==> config.mk <==
export PLATFORM = sky130hd
export DESIGN_NAME = pcl_ctrl
export DESIGN_NICKNAME = d
export VERILOG_FILES = /design/src/sv/pcl_pkg.sv /design/src/sv/pcl_ctrl.sv
export SDC_FILE = /design/constraint.sdc
export NUM_CORES = 1
export LEC_CHECK = 0
export ABC_AREA = 1
export BUFFER_PORTS_ARGS = -buffer_cell sky130_fd_sc_hd__buf_2
export CAP_MARGIN = 10
export CORE_AREA = 2 2 39 41
export CTS_BUF_LIST = sky130_fd_sc_hd__clkbuf_16
export CTS_CLUSTER_DIAMETER = 30
export CTS_CLUSTER_SIZE = 28
export DETAILED_ROUTE_END_ITERATION = 16
export DIE_AREA = 0 0 41 43
export SYNTH_ARGS = -nofsm -noshare
export SYNTH_HDL_FRONTEND = slang
export SYNTH_SLANG_ARGS = --single-unit
==> constraint.sdc <==
create_clock -name aclk -period 1.7 [get_ports aclk]
set_clock_uncertainty 0.2 [all_clocks]
set_input_delay 0.51 -clock aclk [delete_from_list [all_inputs] [get_ports aclk]]
set_output_delay 0.51 -clock aclk [all_outputs]
set_load 0.02 [all_outputs]
==> src/sv/pcl_pkg.sv <==
// shared types, constants and control structs for the per-prefix connection limiter
// no dependencies; used by pcl_ctrl, pcl_datapath and per_prefix_connection_limiter
package pcl_pkg;

    localparam int TABLE_ENTRIES_DEF = 64;
    localparam int QUEUE_DEPTH_DEF   = 256;

    localparam int PREFIX_W = 64;
    localparam int TIME_W   = 32;
    localparam int COUNT_W  = 16;
    localparam int PRIO_W   = 17;
    localparam int EXP_W    = 9;
    localparam int CMD_W    = 2;
    localparam int CFG_IDX_W  = 1;
    localparam int CFG_DATA_W = 32;
    localparam int S_TDATA_W  = 96;
    localparam int M_TDATA_W  = 32;

    localparam logic [COUNT_W-1:0] COUNT_MAX           = 16'hFFFF;
    localparam logic [COUNT_W-1:0] PRIORITY_FREE_BELOW = 16'd8;
    localparam logic [EXP_W-1:0]   EXPIRED_MAX         = 9'h1FF;

    typedef logic [CMD_W-1:0] cmd_t;
    localparam cmd_t CMD_ACCEPT = 2'd0;
    localparam cmd_t CMD_CLOSE  = 2'd1;
    localparam cmd_t CMD_TICK   = 2'd2;

    localparam logic [CFG_IDX_W-1:0] CFG_SERVICE_WINDOW   = 1'b0;
    localparam logic [CFG_IDX_W-1:0] CFG_CONNECTION_LIMIT = 1'b1;

    // controller to datapath
    typedef struct packed {
        logic load_item;    // capture an input transaction
        logic lk_start;     // clear search state and pick the search key
        logic key_from_q;   // search key comes from the queue head
        logic lk_cmp;       // compare one table entry
        logic acc_commit;   // apply an accept
        logic ret_commit;   // retire the queue head
        logic q_wr;         // append a close to the queue
        logic out_load;     // move the result into the output register
    } pcl_ctrl_t;

    // datapath to controller
    typedef struct packed {
        cmd_t cmd;
        logic q_empty;
        logic q_full;
        logic q_one;
        logic head_expire;
        logic cmp_hit;
        logic cmp_last;
    } pcl_stat_t;

endpackage

==> src/sv/pcl_ctrl.sv <==
// sequencer of the connection limiter: walks each transaction through queue and table steps
// depends on pcl_pkg
module pcl_ctrl (
    input  logic              aclk,
    input  logic              aresetn,
    input  logic              s_tvalid,
    output logic              s_tready,
    output logic              m_tvalid,
    input  logic              m_tready,
    input  pcl_pkg::pcl_stat_t stat,
    output pcl_pkg::pcl_ctrl_t ctrl
);
    import pcl_pkg::*;

    localparam logic [3:0] S_IDLE   = 4'd0;
    localparam logic [3:0] S_DISP   = 4'd1;
    localparam logic [3:0] S_Q_RD   = 4'd2;
    localparam logic [3:0] S_Q_CHK  = 4'd3;
    localparam logic [3:0] S_LK_RD  = 4'd4;
    localparam logic [3:0] S_LK_CMP = 4'd5;
    localparam logic [3:0] S_LK_END = 4'd6;
    localparam logic [3:0] S_Q_WR   = 4'd7;
    localparam logic [3:0] S_DONE   = 4'd8;

    logic [3:0] state_reg, state_next;
    logic       m_valid_reg, m_valid_next;

    assign s_tready = (state_reg == S_IDLE);
    assign m_tvalid = m_valid_reg;

    // next state and commands
    always_comb begin
        state_next   = state_reg;
        m_valid_next = m_valid_reg;
        ctrl         = '0;
        if (m_valid_reg && m_tready) begin
            m_valid_next = 1'b0;
        end
        unique case (state_reg)
            S_IDLE: begin
                if (s_tvalid) begin
                    ctrl.load_item = 1'b1;
                    state_next     = S_DISP;
                end
            end
            S_DISP: begin
                case (stat.cmd)
                    CMD_ACCEPT: begin
                        ctrl.lk_start = 1'b1;
                        state_next    = S_LK_RD;
                    end
                    CMD_CLOSE: state_next = stat.q_full ? S_Q_RD : S_Q_WR;
                    CMD_TICK:  state_next = stat.q_empty ? S_DONE : S_Q_RD;
                    default:   state_next = S_DONE;
                endcase
            end
            S_Q_RD: state_next = S_Q_CHK;
            S_Q_CHK: begin
                if (stat.cmd == CMD_CLOSE || stat.head_expire) begin
                    ctrl.lk_start   = 1'b1;
                    ctrl.key_from_q = 1'b1;
                    state_next      = S_LK_RD;
                end else begin
                    state_next = S_DONE;
                end
            end
            S_LK_RD: state_next = S_LK_CMP;
            S_LK_CMP: begin
                ctrl.lk_cmp = 1'b1;
                if (stat.cmp_hit || stat.cmp_last) begin
                    state_next = S_LK_END;
                end else begin
                    state_next = S_LK_RD;
                end
            end
            S_LK_END: begin
                if (stat.cmd == CMD_ACCEPT) begin
                    ctrl.acc_commit = 1'b1;
                    state_next      = S_DONE;
                end else begin
                    ctrl.ret_commit = 1'b1;
                    if (stat.cmd == CMD_CLOSE) begin
                        state_next = S_Q_WR;
                    end else begin
                        state_next = stat.q_one ? S_DONE : S_Q_RD;
                    end
                end
            end
            S_Q_WR: begin
                ctrl.q_wr  = 1'b1;
                state_next = S_DONE;
            end
            S_DONE: begin
                if (!m_valid_reg || m_tready) begin
                    ctrl.out_load = 1'b1;
                    m_valid_next  = 1'b1;
                    state_next    = S_IDLE;
                end
            end
            default: state_next = S_IDLE;
        endcase
    end

    // state registers
    always_ff @(posedge aclk) begin
        if (!aresetn) begin
            state_reg   <= S_IDLE;
            m_valid_reg <= 1'b0;
        end else begin
            state_reg   <= state_next;
            m_valid_reg <= m_valid_next;
        end
    end
endmodule

=== Word level (Yosys, flattened, before mapping) ===
Index checks and enable logic that the tools add are counted.

* Multiplexer cells: 26
* Reduce and logical (&&, ||, !) cells: 8
* Eq/ne operators: 12

{| class="wikitable"
|+ Operator list
! kind !! number
|-
| $pmux 4 s9 || 1
|-
| $mux 4 || 7
|-
| $eq 4x3->1 const B || 4
|-
| $mux 1 || 12
|-
| $pmux 4 s3 || 1
|-
| $eq 4x2->1 const B || 2
|-
| $mux 2 || 3
|-
| $eq 4x1->1 const B || 1
|-
| $eq 4x4->1 const B || 1
|-
| $logic_not 4->1 || 1
|-
| $ne 2x2->1 const B || 2
|-
| $logic_or 1x1->1 || 3
|-
| $mux 3 || 1
|-
| $eq 2x1->1 const B || 1
|-
| $eq 2x2->1 const B || 1
|-
| $logic_not 2->1 || 1
|-
| $pmux 1 s2 || 1
|-
| $reduce_and 2->1 || 1
|-
| $logic_and 1x1->1 || 1
|-
| $logic_not 1->1 || 1
|}

* Register bits: 5
* Output and inout port bits: 10
* Word-level logic and storage cells: 48

=== Longest topological paths before layout ===
* Word-level depth: 4
* Gate-level depth with buffers: 8
* Mapped depth without buffers: 8

=== Worst setup path after synthesis ===
OpenSTA, ideal clock, no wires.

* Path kind: input to output
* From: input stat[6] (netlist name)
* To: output ctrl[6] (netlist name)
* Arrival time: 1.189 ns
* Slack: -0.199 ns
* Cell stages on the path: 3
* Buffers on the path: 0
* Cells stage by stage: nor2_1 -> inv_1 -> o21ai_0

{| class="wikitable"
|+ RTL lines
! element !! RTL line !! source
|-
| from (decl) || pcl_ctrl.sv:10 || <nowiki>input pcl_pkg::pcl_stat_t stat,</nowiki>
|-
| to (decl) || pcl_ctrl.sv:11 || <nowiki>output pcl_pkg::pcl_ctrl_t ctrl</nowiki>
|}

==> results.md <==
- Status: finished with violations
- Failing checks: negative setup slack
- Post-DP HPWL: between 900 and 1000 um
- # IOs: 22
- Cell count after placement: 127
- Vias/cell: about 4.5
- Finished Layout Cells: 138
- Grt ovf: 0
- Max reg flops: 4
- DRT Pass-1 Iters: 4
- First-pass GRT wire length: 2010 um
- Slew Viols, Final: 0
- Layout cells sized above 1: 51.6%
- Core area: 0.00138 mm2
- Rel. slew slack: between 80 and 90%
- Cts bufs inserted: 3
- Clock root cell: clkbuf_16
- Cell Pwr Density: 1280 mW/mm2
- Largest net degree at the start of global routing: 7
- Hold Path Stages: 3
- GP Congestion: just over 0.8
- Mapped Area: 423 um2
- Port Buf Inserts: 21
- Overall die area: 0.00176 mm2
- R2R cell count: 9
- PnR worst setup slack: -0.146 ns
- Hold WC Path Type: in -> reg
- Final instance area: 838 um2
- Gr usage total: 16.9%
- Final Hold Vio Count: 0
- Vias in the first global route: 549
- Fmax: 542 MHz
- DIE HEIGHT: 43 um
- Crit Path Class: reg -> out
- Routed vias: 621
- Clock buffer depth: 2
- Finished Core Util: 60.6%
- Synthesized area per cell: 5.16 um2
- Critical path arrival: 1.14 ns
- DIE WIDTH: 41 um
- Final wirelength: approximately 1300 um
- Sequential share of the synthesized area: 23.7%
- TritonCTS clock tree: yes
- Synthesis Warnings: 0
- Starting density of the core: just over 30%
- Type of origin of the critical path: flip-flop
- Area grow syn2layout: 98.2%
- Clock Latency Late Sink: 0.22 ns
- Peak VDD IR: about 0.00095 V
- Period utilization: 109%
- Setup crit end kind: output pin
- # fillers: 132
- DRT iter0 DRCs: 6
- Leakage power figure: 0.471 nW
- Setup-failing EPs final: 8
- FF+latch count, synth: 5
- Synth cell types: 13
- Total Power: 0.00108 W
- CP required: 0.99 ns
- Worst hold slack: approximately 0.28 ns
- RSZ-0062 raised after global routing: yes
- Syn nets: 94
- Antenna cells: 0
- # hold bufs at CTS: 0
- Maxcap violations: 0
- Nets: 135
- WL/cell: 9.50 um
- Clock slew at reported path FFs: 0.03 ns
- Detail Route Antenna Nets: 0
- CP max FO: 6
- Rows: 14
- Worst slew pin tran: 0.279 ns
- Placed cell area: 613 um2
- Clock sink total: 5
- H-tree depth: 1
- Tmin final: between 1.5 and 2 ns
- DRC viols: 0
- Gate Count Post-Synth: 82
- Initial antenna violation count: 0
cell usage in the layout (no fill, tap or decap), types with 4 or more instances in the layout:
cell type / instances
buf_4: 22
nor2_1: 16
inv_1: 14
nand2_1: 13
buf_2: 11
nand2_2: 6
nand3_1: 6
inv_2: 5
nor2_2: 4
o21ai_0: 4
dfxtp_4: 4
power by group:
group | internal, W | switching, W
sequential | 0.000155 | 0.0000435
clock | 0.000304 | 0.0000682
combinational | 0.000231 | 0.000276
critical path, stage by stage, from the launching register on:
cell	delay, ns
dfxtp_4	0.37
inv_1	0.07
nor2_1	0.12
nand2_2	0.07
o21ai_1	0.12
buf_4	0.15
logic make-up after synthesis:
| group | after synthesis | synth area share [%] |
|---|---|---|
| AOI/OAI and AO/OA | 8 | 9.76 |
| buffers and inverters | 18 | 16.0 |
| DFF | 5 | 23.7 |
| and+or+nand+nor | 51 | 50.6 |
layer usage:
layer	part of all wire, %	track usage (%)
met5	0	0
met1	42	19.3
met4	0	10.7
met2	54	25.0
met3	3.1	6.28
timing repair:
action / in CTS / in global routing
setup endpoints to repair: 9 / 9
pin swaps: 9 / 2
setup buffers: 5 / 2
resized for setup: 27 / 11
worst paths after layout:
kind                        startpoint                        end  slack [ns]
min reg2reg  state_reg[1]$_SDFFE_PN0P_        m_tvalid$_SDFF_PN0_        0.43
max          state_reg[0]$_SDFFE_PN0P_                    ctrl[6]       -0.15
min                            aresetn  state_reg[3]$_SDFFE_PN0P_        0.28
max reg2reg  state_reg[1]$_SDFFE_PN0P_  state_reg[1]$_SDFFE_PN0P_        0.28
Yosys cell counts:
| cell type | number | area share [%] |
|---|---|---|
| a21oi_1 | 2 | 2.4 |
| a31oi_1 | 1 | 1.5 |
| dfxtp_1 | 5 | 24 |
| inv_1 | 17 | 15 |
| inv_2 | 1 | 0.89 |
| nand2_1 | 19 | 17 |
| nand3_1 | 7 | 8.3 |
| nand4_1 | 1 | 1.5 |
| nor2_1 | 21 | 19 |
| nor2_2 | 1 | 1.5 |
| nor2_4 | 1 | 2.7 |
| nor3_1 | 1 | 1.2 |
| o21ai_0 | 5 | 5.9 |
cell type report:
type / count / area (um2) / area share, %
clock inverter: 1 / 3.75 / 0.448
inverter: 18 / 67.6 / 8.06
clock buffer: 3 / 75.1 / 8.96
timing repair buffer: 36 / 254 / 30.3
sequential: 5 / 115 / 13.7
multi-input combinational: 59 / 303 / 36.1
tap: 16 / 20.0 / 2.39
per-stage QoR:
step,TNS (ns),setup slack (ns)
after global placement,-0.522,-0.175
after detailed placement,-0.585,-0.196
after floorplan,-0.0493,-0.0441
after CTS,-0.820,-0.141
final,-0.663,-0.146
after global routing,-1.13,-0.195
Power figures use the tool's default switching activity.
